[config.mk]
export PLATFORM = sky130hd
export DESIGN_NAME = bounded_deque_with_indexed_insert
export DESIGN_NICKNAME = d
export VERILOG_FILES = /design/src/hw/rtl/bdq_pkg.sv /design/src/hw/rtl/bdq_ctrl.sv /design/src/hw/rtl/bdq_dp.sv /design/src/hw/rtl/bounded_deque_with_indexed_insert.sv
export VERILOG_INCLUDE_DIRS = /design/src /design/src/hw/rtl
export SDC_FILE = /design/constraint.sdc
export NUM_CORES = 1
export LEC_CHECK = 0
export ABC_CLOCK_PERIOD_IN_PS = 5900
export BUFFER_PORTS_ARGS = -buffer_cell sky130_fd_sc_hd__buf_2
export CAP_MARGIN = 5
export CELL_PAD_IN_SITES_DETAIL_PLACEMENT = 1
export CELL_PAD_IN_SITES_GLOBAL_PLACEMENT = 1
export CORE_ASPECT_RATIO = 0.7
export CORE_MARGIN = 2
export CORE_UTILIZATION = 30
export CTS_BUF_LIST = sky130_fd_sc_hd__clkbuf_4 sky130_fd_sc_hd__clkbuf_8 sky130_fd_sc_hd__clkbuf_16
export DETAILED_ROUTE_END_ITERATION = 16
export GPL_ROUTABILITY_DRIVEN = 0
export PLACE_DENSITY_LB_ADDON = 0.1
export SKIP_CTS_REPAIR_TIMING = 1
export SYNTH_ARGS = -nofsm -noshare
export SYNTH_HDL_FRONTEND = slang
export SYNTH_SLANG_ARGS = --single-unit
[constraint.sdc]
create_clock -name clk -period 5.9 [get_ports clk]
set_clock_uncertainty 0.15 [all_clocks]
set_input_delay 1.18 -clock clk [delete_from_list [all_inputs] [get_ports clk]]
set_output_delay 1.18 -clock clk [all_outputs]
set_load 0.01 [all_outputs]
[src/hw/rtl/bounded_deque_with_indexed_insert_defines.svh]
// Assertion macros used by the deque top-level RTL.
`ifndef BOUNDED_DEQUE_WITH_INDEXED_INSERT_DEFINES_SVH
`define BOUNDED_DEQUE_WITH_INDEXED_INSERT_DEFINES_SVH

// Same-cycle implication, checked on every rising edge outside reset.
`define BDQ_ASSERT_NOW(label, ante, cons, msg) \
  label: assert property (@(posedge clk) disable iff (rst) (ante) |-> (cons)) else $error(msg);

// Next-cycle implication.
`define BDQ_ASSERT_NEXT(label, ante, cons, msg) \
  label: assert property (@(posedge clk) disable iff (rst) (ante) |=> (cons)) else $error(msg);

`endif

[src/hw/rtl/bdq_pkg.sv]
package bdq_pkg;

  // Storage geometry
  localparam int CAPACITY = 16;
  localparam int DATA_W   = 32;
  localparam int IDX_W    = $clog2(CAPACITY);

  // Item field widths
  localparam int FUNC_W   = 3;
  localparam int POS_W    = 4;
  localparam int VALUE_W  = 32;
  localparam int STATUS_W = 2;
  localparam int COUNT_W  = 5;
  localparam int CNT_W    = COUNT_W;

  // Request codes
  localparam logic [FUNC_W-1:0] FN_PUSH_BACK  = 3'd0;
  localparam logic [FUNC_W-1:0] FN_PUSH_FRONT = 3'd1;
  localparam logic [FUNC_W-1:0] FN_POP_FRONT  = 3'd2;
  localparam logic [FUNC_W-1:0] FN_POP_BACK   = 3'd3;
  localparam logic [FUNC_W-1:0] FN_INSERT     = 3'd4;

  // Result status codes
  localparam logic [STATUS_W-1:0] ST_OK     = 2'd0;
  localparam logic [STATUS_W-1:0] ST_EMPTY  = 2'd1;
  localparam logic [STATUS_W-1:0] ST_FULL   = 2'd2;
  localparam logic [STATUS_W-1:0] ST_BADPOS = 2'd3;

  typedef struct packed {
    logic [FUNC_W-1:0]        func;
    logic [POS_W-1:0]         position;
    logic signed [VALUE_W-1:0] value;
  } req_t;

  typedef struct packed {
    logic signed [VALUE_W-1:0] popped_value;
    logic [STATUS_W-1:0]       status;
    logic [COUNT_W-1:0]        count;
  } rsp_t;

  // Controller to datapath
  typedef struct packed {
    logic load_req;
    logic exec;
    logic shift_rd;
    logic shift_wr;
    logic ins_wr;
    logic load_out;
  } cmd_t;

  // Datapath to controller
  typedef struct packed {
    logic start_shift;
    logic shift_last;
    logic out_free;
  } dp_status_t;

  // Ring slot of logical offset off from head; both inputs below CAPACITY.
  function automatic logic [IDX_W-1:0] slot(input logic [IDX_W-1:0] head,
                                            input logic [IDX_W-1:0] off);
    logic [IDX_W:0] s;
    s = {1'b0, head} + {1'b0, off};
    if (s >= (IDX_W+1)'(CAPACITY)) begin
      s = s - (IDX_W+1)'(CAPACITY);
    end
    return s[IDX_W-1:0];
  endfunction

endpackage

[src/hw/rtl/bdq_ctrl.sv]
module bdq_ctrl (
  input  logic                  clk,
  input  logic                  rst,
  input  logic                  req_valid,
  output logic                  req_stall,
  input  bdq_pkg::dp_status_t   st,
  output bdq_pkg::cmd_t         cmd
);

  typedef enum logic [5:0] {
    S_IDLE  = 6'b000001,
    S_EXEC  = 6'b000010,
    S_SHRD  = 6'b000100,
    S_SHWR  = 6'b001000,
    S_INSWR = 6'b010000,
    S_DONE  = 6'b100000
  } state_t;

  state_t state, state_next;

  always_ff @(posedge clk) begin
    if (rst) begin
      state <= S_IDLE;
    end else begin
      state <= state_next;
    end
  end

  always_comb begin
    state_next = state;
    cmd        = '0;
    req_stall  = (state != S_IDLE);
    case (state)
      S_IDLE: begin
        if (req_valid) begin
          cmd.load_req = 1'b1;
          state_next   = S_EXEC;
        end
      end
      S_EXEC: begin
        cmd.exec   = 1'b1;
        state_next = st.start_shift ? S_SHRD : S_DONE;
      end
      S_SHRD: begin
        cmd.shift_rd = 1'b1;
        state_next   = S_SHWR;
      end
      S_SHWR: begin
        cmd.shift_wr = 1'b1;
        state_next   = st.shift_last ? S_INSWR : S_SHRD;
      end
      S_INSWR: begin
        cmd.ins_wr = 1'b1;
        state_next = S_DONE;
      end
      S_DONE: begin
        if (st.out_free) begin
          cmd.load_out = 1'b1;
          state_next   = S_IDLE;
        end
      end
      default: begin
        state_next = S_IDLE;
      end
    endcase
  end

endmodule

[src/hw/rtl/bdq_dp.sv]
module bdq_dp (
  input  logic                clk,
  input  logic                rst,
  input  bdq_pkg::req_t       req,
  input  bdq_pkg::cmd_t       cmd,
  output bdq_pkg::dp_status_t st,
  input  logic                rsp_stall,
  output logic                rsp_valid,
  output bdq_pkg::rsp_t       rsp
);

  bdq_pkg::req_t                       req_q;
  logic [bdq_pkg::IDX_W-1:0]           head, head_next;
  logic [bdq_pkg::CNT_W-1:0]           count, count_next;
  logic [bdq_pkg::STATUS_W-1:0]        status_q, status_next;
  logic                                pop_q, pop_next;
  logic [bdq_pkg::IDX_W-1:0]           shift_idx, shift_next;
  logic [bdq_pkg::DATA_W-1:0]          mem [bdq_pkg::CAPACITY];
  logic [bdq_pkg::DATA_W-1:0]          rdata;

  logic                                we, re, full, empty;
  logic [bdq_pkg::IDX_W-1:0]           waddr, raddr, head_inc, head_dec, sh_m1;
  logic [bdq_pkg::DATA_W-1:0]          wdata;
  logic [bdq_pkg::CNT_W-1:0]           cnt_m1;

  assign full     = (count == bdq_pkg::CNT_W'(bdq_pkg::CAPACITY));
  assign empty    = (count == '0);
  assign cnt_m1   = count - 1'b1;
  assign sh_m1    = shift_idx - 1'b1;
  assign head_inc = (head == bdq_pkg::IDX_W'(bdq_pkg::CAPACITY - 1)) ? '0 : head + 1'b1;
  assign head_dec = (head == '0) ? bdq_pkg::IDX_W'(bdq_pkg::CAPACITY - 1) : head - 1'b1;

  always_comb begin
    head_next   = head;
    count_next  = count;
    status_next = status_q;
    pop_next    = pop_q;
    shift_next  = shift_idx;
    we          = 1'b0;
    re          = 1'b0;
    waddr       = head;
    raddr       = head;
    wdata       = req_q.value[bdq_pkg::DATA_W-1:0];
    st.start_shift = 1'b0;
    st.shift_last  = (sh_m1 == bdq_pkg::IDX_W'(req_q.position));
    st.out_free    = !rsp_valid || !rsp_stall;

    if (cmd.exec) begin
      status_next = bdq_pkg::ST_OK;
      pop_next    = 1'b0;
      case (req_q.func)
        bdq_pkg::FN_PUSH_BACK: begin
          if (full) begin
            status_next = bdq_pkg::ST_FULL;
          end else begin
            we         = 1'b1;
            waddr      = bdq_pkg::slot(head, count[bdq_pkg::IDX_W-1:0]);
            count_next = count + 1'b1;
          end
        end
        bdq_pkg::FN_PUSH_FRONT: begin
          if (full) begin
            status_next = bdq_pkg::ST_FULL;
          end else begin
            we         = 1'b1;
            waddr      = head_dec;
            head_next  = head_dec;
            count_next = count + 1'b1;
          end
        end
        bdq_pkg::FN_POP_FRONT: begin
          if (empty) begin
            status_next = bdq_pkg::ST_EMPTY;
          end else begin
            re         = 1'b1;
            raddr      = head;
            pop_next   = 1'b1;
            head_next  = head_inc;
            count_next = cnt_m1;
          end
        end
        bdq_pkg::FN_POP_BACK: begin
          if (empty) begin
            status_next = bdq_pkg::ST_EMPTY;
          end else begin
            re         = 1'b1;
            raddr      = bdq_pkg::slot(head, cnt_m1[bdq_pkg::IDX_W-1:0]);
            pop_next   = 1'b1;
            count_next = cnt_m1;
          end
        end
        bdq_pkg::FN_INSERT: begin
          if (empty) begin
            we         = 1'b1;
            waddr      = head;
            count_next = bdq_pkg::CNT_W'(1);
          end else if (full) begin
            status_next = bdq_pkg::ST_FULL;
          end else if (req_q.position == '0 ||
                       bdq_pkg::CNT_W'(req_q.position) >= count) begin
            status_next = bdq_pkg::ST_BADPOS;
          end else begin
            st.start_shift = 1'b1;
            shift_next     = count[bdq_pkg::IDX_W-1:0];
          end
        end
        default: begin
        end
      endcase
    end

    // Move entry i-1 up to i, one entry per read/write pair
    if (cmd.shift_rd) begin
      re    = 1'b1;
      raddr = bdq_pkg::slot(head, sh_m1);
    end
    if (cmd.shift_wr) begin
      we         = 1'b1;
      waddr      = bdq_pkg::slot(head, shift_idx);
      wdata      = rdata;
      shift_next = sh_m1;
    end
    if (cmd.ins_wr) begin
      we         = 1'b1;
      waddr      = bdq_pkg::slot(head, bdq_pkg::IDX_W'(req_q.position));
      count_next = count + 1'b1;
    end
  end

  always_ff @(posedge clk) begin
    if (we) begin
      mem[waddr] <= wdata;
    end
    if (re) begin
      rdata <= mem[raddr];
    end
  end

  always_ff @(posedge clk) begin
    if (cmd.load_req) begin
      req_q <= req;
    end
    shift_idx <= shift_next;
    if (cmd.load_out) begin
      rsp.popped_value <= pop_q ? bdq_pkg::VALUE_W'(rdata) : '0;
      rsp.status       <= status_q;
      rsp.count        <= count;
    end
  end

  always_ff @(posedge clk) begin
    if (rst) begin
      head      <= '0;
      count     <= '0;
      status_q  <= bdq_pkg::ST_OK;
      pop_q     <= 1'b0;
      rsp_valid <= 1'b0;
    end else begin
      head     <= head_next;
      count    <= count_next;
      status_q <= status_next;
      pop_q    <= pop_next;
      if (cmd.load_out) begin
        rsp_valid <= 1'b1;
      end else if (!rsp_stall) begin
        rsp_valid <= 1'b0;
      end
    end
  end

endmodule

[src/hw/rtl/bounded_deque_with_indexed_insert.sv]
// Channel   Dir   Handshake            Payload
// req       in    req_valid/req_stall  bdq_pkg::req_t (func, position, value)
// rsp       out   rsp_valid/rsp_stall  bdq_pkg::rsp_t (popped_value, status, count)
//
// One item in flight. A push, pop, error or no-op runs through the execute
// state to the done state, loads its result there and returns to idle.
// An insert at position n on a list of count entries adds count-n read/write
// pairs for the single-port ring memory to move entries up, then one write.
// The result register lets a new item be taken while the last result waits.
// Reset (rst, synchronous) empties the deque; the ring memory is not cleared.
// A stalled result holds the block in its final state until the slot frees.
`include "bounded_deque_with_indexed_insert_defines.svh"

module bounded_deque_with_indexed_insert (
  input  logic          clk,
  input  logic          rst,
  input  logic          req_valid,
  output logic          req_stall,
  input  bdq_pkg::req_t req,
  output logic          rsp_valid,
  input  logic          rsp_stall,
  output bdq_pkg::rsp_t rsp
);

  bdq_pkg::cmd_t       cmd;
  bdq_pkg::dp_status_t st;

  // Result decode for the checks below
  logic rsp_is_empty, rsp_is_full, rsp_none, rsp_at_cap, rsp_over;

  // Sequencer: accept, execute, optional shift loop, result load
  bdq_ctrl u_ctrl (
    .clk       (clk),
    .rst       (rst),
    .req_valid (req_valid),
    .req_stall (req_stall),
    .st        (st),
    .cmd       (cmd)
  );

  // Ring store, head/count, request and result registers
  bdq_dp u_dp (
    .clk       (clk),
    .rst       (rst),
    .req       (req),
    .cmd       (cmd),
    .st        (st),
    .rsp_stall (rsp_stall),
    .rsp_valid (rsp_valid),
    .rsp       (rsp)
  );

  assign rsp_is_empty = (rsp.status == bdq_pkg::ST_EMPTY);
  assign rsp_is_full  = (rsp.status == bdq_pkg::ST_FULL);
  assign rsp_none     = (rsp.count == '0) && (rsp.popped_value == '0);
  assign rsp_at_cap   = (rsp.count == bdq_pkg::COUNT_W'(bdq_pkg::CAPACITY));
  assign rsp_over     = (rsp.count > bdq_pkg::COUNT_W'(bdq_pkg::CAPACITY));

  // Block is busy the cycle after it takes an item.
  `BDQ_ASSERT_NEXT(a_busy_after_accept, req_valid && !req_stall, req_stall, "no busy after accept")
  // An empty status only happens on an empty list and never carries data.
  `BDQ_ASSERT_NOW(a_empty_status, rsp_valid && rsp_is_empty, rsp_none, "empty status with data")
  // A full status only happens at capacity.
  `BDQ_ASSERT_NOW(a_full_status, rsp_valid && rsp_is_full, rsp_at_cap, "full status below capacity")
  // Count never exceeds capacity.
  `BDQ_ASSERT_NOW(a_count_bound, rsp_valid, !rsp_over, "count above capacity")

endmodule

# --- Word level (Yosys, flattened, before mapping) ---
# Memory sizes are Yosys's and may differ from the RTL's. A register that Yosys moved wholly into a read port is not among the register bits.
# Index checks and enable logic that the tools add are counted.
classes:
  addsub: 15
  multipliers: 0
  div_mod_pow: 0
  n_lt_le_gt_ge: 6
  n_eq_ne: 24
  shift: 0
  mux: 70
  bitwise_logic: 0
  n_reduce_logical: 19
ops:
  columns: ["op", "count"]
  rows:
  - ["two-way mux 4 bit", 23]
  - ["one-hot mux 6 bit (6 select lines)", 1]
  - ["two-way mux 32 bit", 1]
  - ["two-way mux 5 bit", 6]
  - ["subtractor 4 x 1 -> 4 bit (second input constant)", 7]
  - ["two-way mux 1 bit", 27]
  - ["adder 4 x 4 -> 5 bit", 5]
  - [">= comparator 5 bit (second input constant)", 5]
  - ["two-way mux 6 bit", 3]
  - ["one-hot mux 4 bit (2 select lines)", 2]
  - ["one-hot mux 5 bit (3 select lines)", 1]
  - ["!= test 2 bit (second input constant)", 6]
  - ["AND reduction 5 bit", 2]
  - ["logical NOT 4 bit", 2]
  - ["two-way mux 2 bit", 4]
  - ["nonzero test 2 bit", 4]
  - ["equality test 3 x 2 -> 1 bit (second input constant)", 2]
  - ["equality test 6 x 1 -> 1 bit (second input constant)", 1]
  - ["equality test 6 x 2 -> 1 bit (second input constant)", 1]
  - ["equality test 6 x 3 -> 1 bit (second input constant)", 1]
  - ["equality test 6 x 4 -> 1 bit (second input constant)", 1]
  - ["equality test 6 x 5 -> 1 bit (second input constant)", 1]
  - ["equality test 6 bit (second input constant)", 1]
  - ["!= test 3 bit (second input constant)", 2]
  - ["other kinds (22)", 25]
word_totals:
  reg_bits: 101
  latch_bits: 0
  ram_bits: 512
  rom_bits: 0
  memories: 1
mem_list:
  columns: ["name", "depth", "width", "rd", "rd_ports_with_merged_regs", "write_ports", "line", "source"]
  rows:
  - ["u_dp.mem", 16, 32, 1, 1, 1, "bdq_dp.sv:18", "logic [bdq_pkg::DATA_W-1:0] mem [bdq_pkg::CAPACITY];"]

# --- Logic depth before layout (Yosys ltp) ---
# Gate-level depths: netlist of run 1.
depth:
  ltp_word: 9
  mapped_depth: 14
  ltp_nobuf: 11

# --- By module ---
# A second synthesis of run 1 with hierarchy kept.
hier_totals:
  cells_unflattened: 1880
  area_unflattened_um2: 26464.1
by_module_without_submodules:
  columns: ["mod", "instances", "cells_each", "area_per_inst_um2", "seq_area_each_um2"]
  rows:
  - ["bdq_dp", 1, 1840, 26110.0, 19058.3]
  - ["bdq_ctrl", 1, 40, 354.1, 120.1]

# --- Worst setup path after synthesis of run 1 ---
# Ideal clock, no wire load.
synth_path:
  path_kind: "register to register"
  from: "reg u_dp.head[1] (netlist bit)"
  to: "mem u_dp.mem[10][0] (netlist bit) (enable)"
  arrival_ns: 4.316
  required_ns: 5.289
  setup_slack_ns: 0.973
  path_stages_with_launch: 10
  n_path_buf: 0
  period_less_slack_ns: 4.927
  cell_sequence: "dfxtp_1 inv_1 ha_1 inv_1 o311ai_0 o211ai_1 a31oi_1 o221a_2 or2_2 nor3_1"
synth_via:
  elab_chain_len: 8
synth_lines:
  columns: ["element", "line", "source"]
  rows:
  - ["start: declaration", "bdq_dp.sv:13", "logic [bdq_pkg::IDX_W-1:0] head, head_next;"]
  - ["start signal: assignment", "bdq_dp.sv:159", "head <= head_next;"]
  - ["adder 4 x 4 -> 5 bit", "bdq_pkg.sv:62", "s = {1'b0, head} + {1'b0, off};"]
  - ["subtractor 4 x 1 -> 4 bit or >= comparator 5 bit (tied branches)", "bdq_pkg.sv:64, bdq_pkg.sv:63", null]
  - ["two-way mux 4 bit", "bdq_pkg.sv:63", "if (s >= (IDX_W+1)'(CAPACITY)) begin"]
  - ["two-way mux 4 bit", "bdq_dp.sv:53", "if (full) begin"]
  - ["one-hot mux 4 bit (2 select lines)", "bdq_dp.sv:51", "case (req_q.func)"]
  - ["two-way mux 4 bit", "bdq_dp.sv:48", "if (cmd.exec) begin"]
  - ["two-way mux 4 bit", "bdq_dp.sv:117", "if (cmd.shift_wr) begin"]
  - ["two-way mux 4 bit (*)", "bdq_dp.sv:123", "if (cmd.ins_wr) begin"]
  - ["end: declaration", "bdq_dp.sv:18", null]
# Every way passes the cells marked *; elsewhere a longest branch is shown, timed or not.

# --- Final worst setup path of run 1 ---
layout_path:
  from: "reg u_dp.count[1] (netlist bit)"
  to: "reg u_dp.rdata[17] (netlist bit), read port of u_dp.mem, data pin"
layout_via:
  elab_chain_len: 8
layout_lines:
  columns: ["element", "line", "source"]
  rows:
  - ["start: declaration", "bdq_dp.sv:14", "logic [bdq_pkg::CNT_W-1:0] count, count_next;"]
  - ["start signal: assignment", "bdq_dp.sv:160", "count <= count_next;"]
  - ["subtractor 5 x 1 -> 5 bit", "bdq_dp.sv:28", "assign cnt_m1 = count - 1'b1;"]
  - ["adder 4 x 4 -> 5 bit", "bdq_pkg.sv:62", null]
  - ["subtractor 4 x 1 -> 4 bit or >= comparator 5 bit (tied branches)", "bdq_pkg.sv:64, bdq_pkg.sv:63", null]
  - ["two-way mux 4 bit", "bdq_pkg.sv:63", null]
  - ["two-way mux 4 bit", "bdq_dp.sv:83", "if (empty) begin"]
  - ["two-way mux 4 bit", null, null]
  - ["two-way mux 4 bit", "bdq_dp.sv:48", null]
  - ["two-way mux 4 bit", "bdq_dp.sv:113", "if (cmd.shift_rd) begin"]
  - ["end: declaration", "bdq_dp.sv:19", "logic [bdq_pkg::DATA_W-1:0] rdata;"]
# Parallel ways exist; a longest one is shown, timed or not.
# A chain may end at the register's enable or synchronous reset.

==> reports/results.ini, run 1 <==
[outcome]
outcome = completed

[sta]
finalMaxSlewViolations = 0
worstMarginPinSlew_ns = 1.01
min_period_ns = 4.56
finalSetupViolCount = 0
max_freq_ghz = 0.219
setup_tns_ns = 0
fin_crit_sh_pct = 77.3
worst_slack_ns = 1.34
max_slew_margin_pct = 32.4
hold_violations = 0
rsz0062_at_grt = false
holdWs_ns = 0.292

[worst_setup_path]
crit_required_ns = 6.10
crit_arrival_ns = 4.76
startpoint_type = flop
crit_path_frequent_cell = ha_1
crit_path_end_kind = flop
crit_end = u_dp.rdata[17]
rrSetupSlack_ns = 1.34
timing.rr.start = u_dp.count[1]
cp_slowest_cell = and2_1
crit_fanout = 21
crit_start = u_dp.count[1]
cpPeakStageDelay_ns = 0.91
timing.critical_path.depth = 10
cp_num_buf_inv = 1
reg2reg_depth = 10
timing.rr.end = u_dp.rdata[17]
setup.worst_path.class = flop to flop
path_cells = inv_1 > ha_1 > xor2_1 > ha_1 > xnor2_1 > a21oi_1 > mux2i_1 > and2_1 > a2111oi_0 > or4_1
crit_family = simple AND/OR/NAND/NOR gates

[synthesis]
synth_area_um2 = 26800
syn_area_per_cell_um2 = 15.7
yosysSeqAreaShare_pct = 71.6
yosys_warnings = 0
async_reset_ff_share_pct = 0
netlist_instances = 1709
synth_edf_count = 626
synth.area.top_cells = edfxtp_1 (70%), mux2i_1 (6.5%), nand2_1 (2.4%), a21oi_1 (1.4%), dfxtp_1 (1.4%)
ys_types = 73
ys.flop_type = edfxtp_1
synth_top_area_share_pct = 70.1
post-synth-top-count-cell = edfxtp_1
synth_commonest_cells = edfxtp_1 (626), nand2_1 (174), mux2i_1 (173)
synth.net_count = 1782
ys_ff_latch = 645
yosys.area.top_type = edfxtp_1

[power]
peakVddDrop_mv = 0.165
p_leak_nw = 9.79
totalPowerFinal_mw = 9.47
powerDensity_nw_per_um2 = 308

[final_layout]
fill_cells = 8917
area.growth.synth_to_final_pct = 14.8
layout.nets = 1884
drive_above_1_share_pct = 17.2
final_core_util_pct = 34.9
n_antenna_cell = 0

[global_routing]
grt_max_degree = 105
grt_pass1_vias = 15800
track_usage_pct = 17.1
antenna_found_initial = 2
grt_overflow_total = 0
grt_pass1_wl_mm = 113

[route]
wire_per_inst_um = 25.7
drc = 0
drt_iter0_drc = 1064
num_vias = 15000
via_per_inst = 4.97
firstDrtPassIters = 5
ant_nets = 0
wirelength_mm = 77.7

[floorplan]
num_rows = 91
pin_count = 84
initial_core_util_pct = 30.4
die-area_um2 = 91800
core_area_um2 = 88200
die_y_um = 254
chipWidth_um = 361

[cts]
clock_path_buffers = 3
path_clk_slew_ns = 0.06
tritoncts = yes
cts_buffers = 68
insertion_delay_ns = 0.62
h-tree-depth = 3
cts.sinks = 645
cts_root_buf = clkbuf_16

[placed_design]
numPortBuffers = 83
place_ws_ns = 1.34
place_hpwl_mm = 43.3

[hold_path]
hp-class = flop to flop

[run]
maxCapViolCount = 0

[routing by layer]
metal / GRT usage (%) / part of all wire [%]
met4: 3.65 / 1.7
met2: 25.3 / 43
met5: 0 / 0
met1: 26.0 / 52
met3: 2.86 / 3.6
[per-stage QoR]
step	cell area, um^2	cells
floorplan	26800	1709
global placement	28700	2903
detailed placement	28700	2903
CTS	30800	3024
global route	30800	3024
finish	30800	3024
[power by group]
part / switching [mW] / leakage, nW / internal, mW
registers: 0.0229 / 5.77 / 5.08
logic: 0.190 / 2.97 / 0.0652
clock network: 1.81 / 1.05 / 2.30
[area by class of cell]
| type | instances | area, um^2 | area share [%] |
|---|---|---|---|
| clock inverter | 37 | 218 | 0.708 |
| clock buffer | 84 | 1870 | 6.09 |
| tap | 1162 | 1450 | 4.73 |
| timing repair buffer | 131 | 838 | 2.72 |
| sequential | 645 | 19200 | 62.3 |
| inverter | 21 | 78.8 | 0.256 |
| multi-input combinational | 944 | 7130 | 23.2 |
[placed cells by master (no fill, tap or decap), drive strengths merged, types with 25 or more instances in the layout]
cell type / instances
edfxtp: 626
nand2: 174
mux2i: 173
buf: 131
clkbuf: 84
a21oi: 76
nor2b: 44
a22oi: 44
a211oi: 44
mux2: 44
a2111oi: 40
and2: 36
clkinv: 33
nand3: 30
ha: 25
[sequential cells by signal, indices dropped and copies added (netlist names)]
| signal | flops |
|---|---|
| u_dp.head | 4 |
| u_dp.shift_idx | 4 |
| u_dp.rsp_valid | 1 |
| u_dp.req_q | 39 |
| u_dp.rdata | 32 |
| u_ctrl.state | 6 |
| u_dp.mem | 512 |
| u_dp.rsp | 39 |
| u_dp.pop_q | 1 |
| u_dp.status_q | 2 |
| u_dp.count | 5 |
[logic make-up after synthesis]
| family | Yosys count | share of synthesized area, % |
|---|---|---|
| flip-flops | 645 | 71.6 |
| AO/OA/AOI/OAI | 289 | 7.95 |
| multiplexers | 217 | 8.31 |
| XOR/XNOR | 25 | 0.817 |
| adder cells (fa/ha/maj) | 30 | 1.54 |
| buffers and inverters | 120 | 2.35 |
| AND/OR/NAND/NOR | 383 | 7.46 |
[how the worst min path moves through the flow]
stage / from / to / slack [ns] / depth (start not counted)
after CTS: u_dp.status_q[1] / u_dp.rsp[6] / 0.30 / 0
after detailed placement: u_dp.status_q[1] / u_dp.rsp[6] / 0.28 / 0
after floorplan: u_dp.count[4] / u_dp.rsp[4] / 0.25 / 0
after global routing: u_dp.status_q[1] / u_dp.rsp[6] / 0.31 / 0
after global placement: u_dp.status_q[0] / u_dp.rsp[5] / 0.27 / 0
final: u_dp.status_q[1] / u_dp.rsp[6] / 0.29 / 0
(Power assumes the default switching activity.)
==> run 2, diff against run 1 <==
--- a/config.mk
+++ b/config.mk
@@ -6,7 +6,7 @@
 export SDC_FILE = /design/constraint.sdc
 export NUM_CORES = 1
 export LEC_CHECK = 0
-export ABC_CLOCK_PERIOD_IN_PS = 5900
+export ABC_CLOCK_PERIOD_IN_PS = 4100
 export BUFFER_PORTS_ARGS = -buffer_cell sky130_fd_sc_hd__buf_2
 export CAP_MARGIN = 5
 export CELL_PAD_IN_SITES_DETAIL_PLACEMENT = 1
==> constraint.sdc (replaced) <==
create_clock -name clk -period 4.1 [get_ports clk]
set_clock_uncertainty 0.15 [all_clocks]
set_input_delay 0.82 -clock clk [delete_from_list [all_inputs] [get_ports clk]]
set_output_delay 0.82 -clock clk [all_outputs]
set_load 0.01 [all_outputs]
==> run 2 against run 1 <==
- setup slack got worse by 1.0 ns
- fmax rose by 20%
- clock power rose by 48%
- first-iteration DRC count rose by 3.9%
- largest cell class unchanged
- highest routed layer unchanged
- hold slack got worse by 0.080 ns
- die area did not move
- count of clock-buffer cells in the layout rose by 4
- global-route usage rose by 0.14 points
==> reports/results.ini, run 2 (same netlist as run 1, synthesis figures left out) <==
[outcome]
outcome = completed

[global_routing]
met3_usage_pct = 2.53
grt_max_degree = 83
antenna_found_initial = 2
grt_overflow_total = 0
grt_pass1_vias = 16300
grt_use_met2_pct = 26.3
track_usage_pct = 17.2
grt_pass1_wl_mm = 115
grt_util_met1_pct = 25.7
top_usage_layer = met2

[sta]
min_period_ns = 3.78
rsz0062_at_grt = false
setup_tns_ns = 0
worstMarginPinSlew_ns = 1.07
max_slew_margin_pct = 28.9
finalSetupViolCount = 0
hold_violations = 0
finalMaxSlewViolations = 0
max_freq_ghz = 0.264
fin_crit_sh_pct = 92.3

[cts]
tritoncts = yes
insertion_delay_ns = 0.64
cts_buffers = 69
cts.sinks = 645
h-tree-depth = 3
path_clk_slew_ns = 0.06
cts_root_buf = clkbuf_16
clock_path_buffers = 3

[route]
drt_iter0_drc = 1106
drc = 0
firstDrtPassIters = 4
via_per_inst = 4.96
wirelength_mm = 78.1
ant_nets = 0
num_vias = 15300
wire_per_inst_um = 25.3

[power]
power_frac_seq_pct = 53.2
clkPwrFrac_pct = 44.0
p_leak_nw = 10.2
peakVddDrop_mv = 0.243
powerDensity_nw_per_um2 = 437
combPwrFrac_pct = 2.9
swShare_pct = 21.3
power.net_switching_mw = 2.94
power.internal_mw = 10.9

[final_layout]
layout_commonest_cell = edfxtp_1
layout.nets = 1941
seq_area_um2 = 19200
largest_reg_flops = 512
drive_above_1_share_pct = 19.8
finalInstanceArea_um2 = 31600
area.growth.synth_to_final_pct = 17.8
fill_cells = 8905
n_antenna_cell = 0
multi_input_area_um2 = 7190
top_register = u_dp.mem
final_cell_mix = edfxtp_1 (626), mux2i_1 (173), nand2_1 (172)
reg_top3 = u_dp.mem: 512 flops, u_dp.req_q: 39 flops, u_dp.rsp: 39 flops

[worst_setup_path]
timing.rr.start = u_dp.head[0]
crit_fanout = 31
crit_arrival_ns = 4.01
cpPeakStageDelay_ns = 0.61
reg2reg_depth = 12
startpoint_type = flop
crit_path_frequent_cell = buf_4
rrSetupSlack_ns = 0.32
cp_slowest_cell = dfxtp_1
crit_path_end_kind = flop
timing.rr.end = u_dp.rdata[24]
path_cells = ha_1 > inv_1 > fa_1 > nand4b_1 > nor4_4 > o31ai_4 > buf_12 > and3_2 > buf_4 > a221oi_1 > buf_4 > a21oi_1
setup.worst_path.class = flop to flop
crit_required_ns = 4.33

[hold_path]
hp-start = req[18]
holdPathStages = 1
worstHoldEndpoint = u_dp.req_q[18]
hp-class = primary input to flop

[floorplan]
pin_count = 84
chipWidth_um = 361
initial_core_util_pct = 30.4
num_rows = 91
die_y_um = 254
die-area_um2 = 91800
core_area_um2 = 88200

[placed_design]
placed_cell_area_um2 = 29400
place_hpwl_mm = 46.6
numPortBuffers = 83

[run]
maxCapViolCount = 0

run 2: cell count changes in the layout (fill, tap and decap cells not counted), sizes merged:
| cell | before | now |
|---|---|---|
| clkinv | 33 | 34 |
| buf | 131 | 187 |
| inv | 23 | 22 |
| clkbuf | 84 | 88 |
run 2: layout make-up:
type | instances | area share, %
Sequential cell | 645 | 60.8
Clock buffer | 88 | 6.20
Clock inverter | 37 | 0.670
Tap cell | 1162 | 4.61
Multi-Input combinational cell | 944 | 22.8
Inverter | 21 | 0.250
Timing Repair Buffer | 187 | 4.70
run 2: how the worst max path moves through the flow:
stage | startpoint | to | slack, ns | cells past startpoint
after CTS | u_dp.head[0] | u_dp.rdata[23] | 0.27 | 11
final | u_dp.head[0] | u_dp.rdata[24] | 0.32 | 12
after floorplan | u_dp.head[1] | u_dp.mem[10][0] | -0.83 | 9
after global placement | u_dp.head[0] | u_dp.rdata[23] | 0.29 | 11
after global routing | u_ctrl.state[2] | u_dp.rdata[4] | 0.007 | 11
after detailed placement | u_dp.head[0] | u_dp.rdata[23] | 0.29 | 11
run 2: worst max-delay path: cells and delay by family (launching register included):
kind                       cells  cell delay [ns]
AOI/OAI and AO/OA              3             0.55
adders and majority gates      2             0.81
buffers and inverters          4             0.65
DFF                            1             0.61
and+or+nand+nor                3             0.75
run 2: through the flow:
step / total power, mW / instances / worst slack (ns) / utilization (%) / hold slack (ns)
6_report: 13.8 / 3084 / 0.316 / 35.8 / 0.211
5_1_grt: 14.3 / 3084 / 0.00721 / 35.8 / 0.170
4_1_cts: 14.0 / 3084 / 0.271 / 35.8 / 0.150
3_5_place_dp: 7.87 / 2959 / 0.287 / 33.3 / 0.294
3_3_place_gp: 7.86 / 2959 / 0.294 / 33.3 / 0.283
2_1_floorplan: 7.68 / 1709 / -0.827 / - / 0.253
run 2: power groups by stage:
stage | Sequential [mW] | Clock (mW) | Combinational (mW)
3_5_place_dp | 7.47 | 0 | 0.402
2_1_floorplan | 7.46 | 0 | 0.222
6_report | 7.33 | 6.07 | 0.394
5_1_grt | 7.33 | 6.50 | 0.441
3_3_place_gp | 7.47 | 0 | 0.393
4_1_cts | 7.33 | 6.27 | 0.403
run 2: layer usage:
layer / part of all wire [%] / wire (um)
met2: 44 / 34500
met5: 0 / 0
met4: 1.6 / 1270
met3: 2.8 / 2210
met1: 51 / 40000
==> run 3, diff against run 2 <==
--- a/config.mk
+++ b/config.mk
@@ -6,7 +6,7 @@
 export SDC_FILE = /design/constraint.sdc
 export NUM_CORES = 1
 export LEC_CHECK = 0
-export ABC_CLOCK_PERIOD_IN_PS = 4100
+export ABC_CLOCK_PERIOD_IN_PS = 4900
 export BUFFER_PORTS_ARGS = -buffer_cell sky130_fd_sc_hd__buf_2
 export CAP_MARGIN = 5
 export CELL_PAD_IN_SITES_DETAIL_PLACEMENT = 1
==> constraint.sdc (replaced) <==
create_clock -name clk -period 4.9 [get_ports clk]
set_clock_uncertainty 0.15 [all_clocks]
set_input_delay 0.98 -clock clk [delete_from_list [all_inputs] [get_ports clk]]
set_output_delay 0.98 -clock clk [all_outputs]
set_load 0.01 [all_outputs]
==> run 3 against run 2 <==
- hold slack better by 0.081 ns
- final cell count down 1.3%
- count of clock-buffer cells in the layout unchanged
- final area is 1.4% lower
- sequential cell count is the same
==> reports/results.ini, run 3 (same netlist as run 1, synthesis figures left out) <==
[sta]
worstMarginPinSlew_ns = 0.935
finalMaxSlewViolations = 0
worst_slack_ns = 0.642
rsz0062_at_grt = false
holdWs_ns = 0.292
min_period_ns = 4.26
max_slew_margin_pct = 37.2
setup_tns_ns = 0
fin_crit_sh_pct = 86.9
max_freq_ghz = 0.235
hold_violations = 0
finalSetupViolCount = 0

[floorplan]
initial_core_util_pct = 30.4
die-area_um2 = 91800
chipWidth_um = 361
die_y_um = 254
pin_count = 84
core_area_um2 = 88200
num_rows = 91

[placed_design]
place_hpwl_mm = 43.8
place_ws_ns = 0.608
dp_cells = 2920
numPortBuffers = 83

[final_layout]
largest_reg_flops = 512
top_register = u_dp.mem
layout.nets = 1902
final_cell_mix = edfxtp_1 (626), mux2i_1 (173), nand2_1 (172)
drive_above_1_share_pct = 18.3
layout_commonest_cell = edfxtp_1
reg_top3 = u_dp.mem: 512 flops, u_dp.req_q: 39 flops, u_dp.rsp: 39 flops
area.growth.synth_to_final_pct = 16.2
final_cells = 3044
n_antenna_cell = 0

[power]
p_leak_nw = 9.97
powerDensity_nw_per_um2 = 375
totalPowerFinal_mw = 11.7
peakVddDrop_mv = 0.206

[cts]
cts_root_buf = clkbuf_16
tritoncts = yes
insertion_delay_ns = 0.62
path_clk_slew_ns = 0.06
clock_path_buffers = 3
h-tree-depth = 3
cts.sinks = 645
cts_buffers = 69

[worst_setup_path]
cp_slowest_cell = a211oi_4
setup.worst_path.class = flop to flop
timing.rr.end = u_dp.rdata[21]
crit_fanout = 101
crit_arrival_ns = 4.46
cpPeakStageDelay_ns = 0.70
reg2reg_depth = 9
startpoint_type = flop
crit_required_ns = 5.10
timing.rr.start = u_dp.count[0]
rrSetupSlack_ns = 0.64
crit_path_end_kind = flop
path_cells = inv_1 > ha_1 > or4b_1 > nand4_2 > a211oi_4 > buf_12 > mux2_2 > a221oi_1 > a21oi_1

[global_routing]
grt_pass1_wl_mm = 113
track_usage_pct = 17.1
grt_overflow_total = 0
grt_max_degree = 102
grt_pass1_vias = 15900
antenna_found_initial = 4

[route]
wire_per_inst_um = 25.7
routed-wl-met2_mm = 34.6
firstDrtPassIters = 4
num_vias = 15200
wl_met3_mm = 2.82
wirelength_mm = 78.2
wl_met1_mm = 38.9
ant_nets = 0
drt_iter0_drc = 928
routed.top_layer = met4
via_per_inst = 5.00
drc = 0

[outcome]
outcome = completed

[hold_path]
hp-start = u_dp.status_q[1]
holdPathStages = 0
worstHoldEndpoint = u_dp.rsp[6]
hp-class = flop to flop

[run]
maxCapViolCount = 0

run 3: worst max-delay path by stage:
stage | start | to | slack [ns]
after floorplan | u_dp.head[1] | u_dp.mem[10][0] | -0.03
after global placement | u_dp.count[0] | u_dp.rdata[21] | 0.73
after detailed placement | u_dp.count[0] | u_dp.rdata[21] | 0.61
after CTS | u_dp.count[0] | u_dp.rdata[21] | 0.61
after global routing | u_dp.count[0] | u_dp.rdata[21] | 0.42
final | u_dp.count[0] | u_dp.rdata[21] | 0.64
run 3: metrics by stage:
step | instance area [um^2] | utilization (%)
after floorplan | 26800 | -
after global placement | 28900 | 32.7
after detailed placement | 28900 | 32.7
after CTS | 31100 | 35.3
after global routing | 31100 | 35.3
final | 31100 | 35.3
run 3: critical path: cells and delay by family, from the launching register on:
kind,cells,cell delay [ns]
AOI/OAI and AO/OA,3,1.19
buffers and inverters,2,0.71
DFF,1,0.53
and+or+nand+nor,2,0.47
adders and majority gates,1,0.28
muxes,1,0.44
run 3: layer usage:
layer,GRT usage (%),up-vias
li1,-,6918
met5,0,-
met4,4.84,0
met2,26.2,267
met1,25.0,7919
met3,2.79,114
run 3: where the power goes:
part	switching (mW)	internal, mW
Clock	2.19	3.02
Sequential	0.0268	6.11
Combinational	0.228	0.0827
run 3: final cells by class:
cell class                      instances  area (um^2)
Clock buffer                           88         1940
Clock inverter                         36          293
Fill cell                            8883        57100
Inverter                               21         78.8
Multi-Input combinational cell        944         7130
Sequential cell                       645        19200
Tap cell                             1162         1450
Timing Repair Buffer                  148         1050
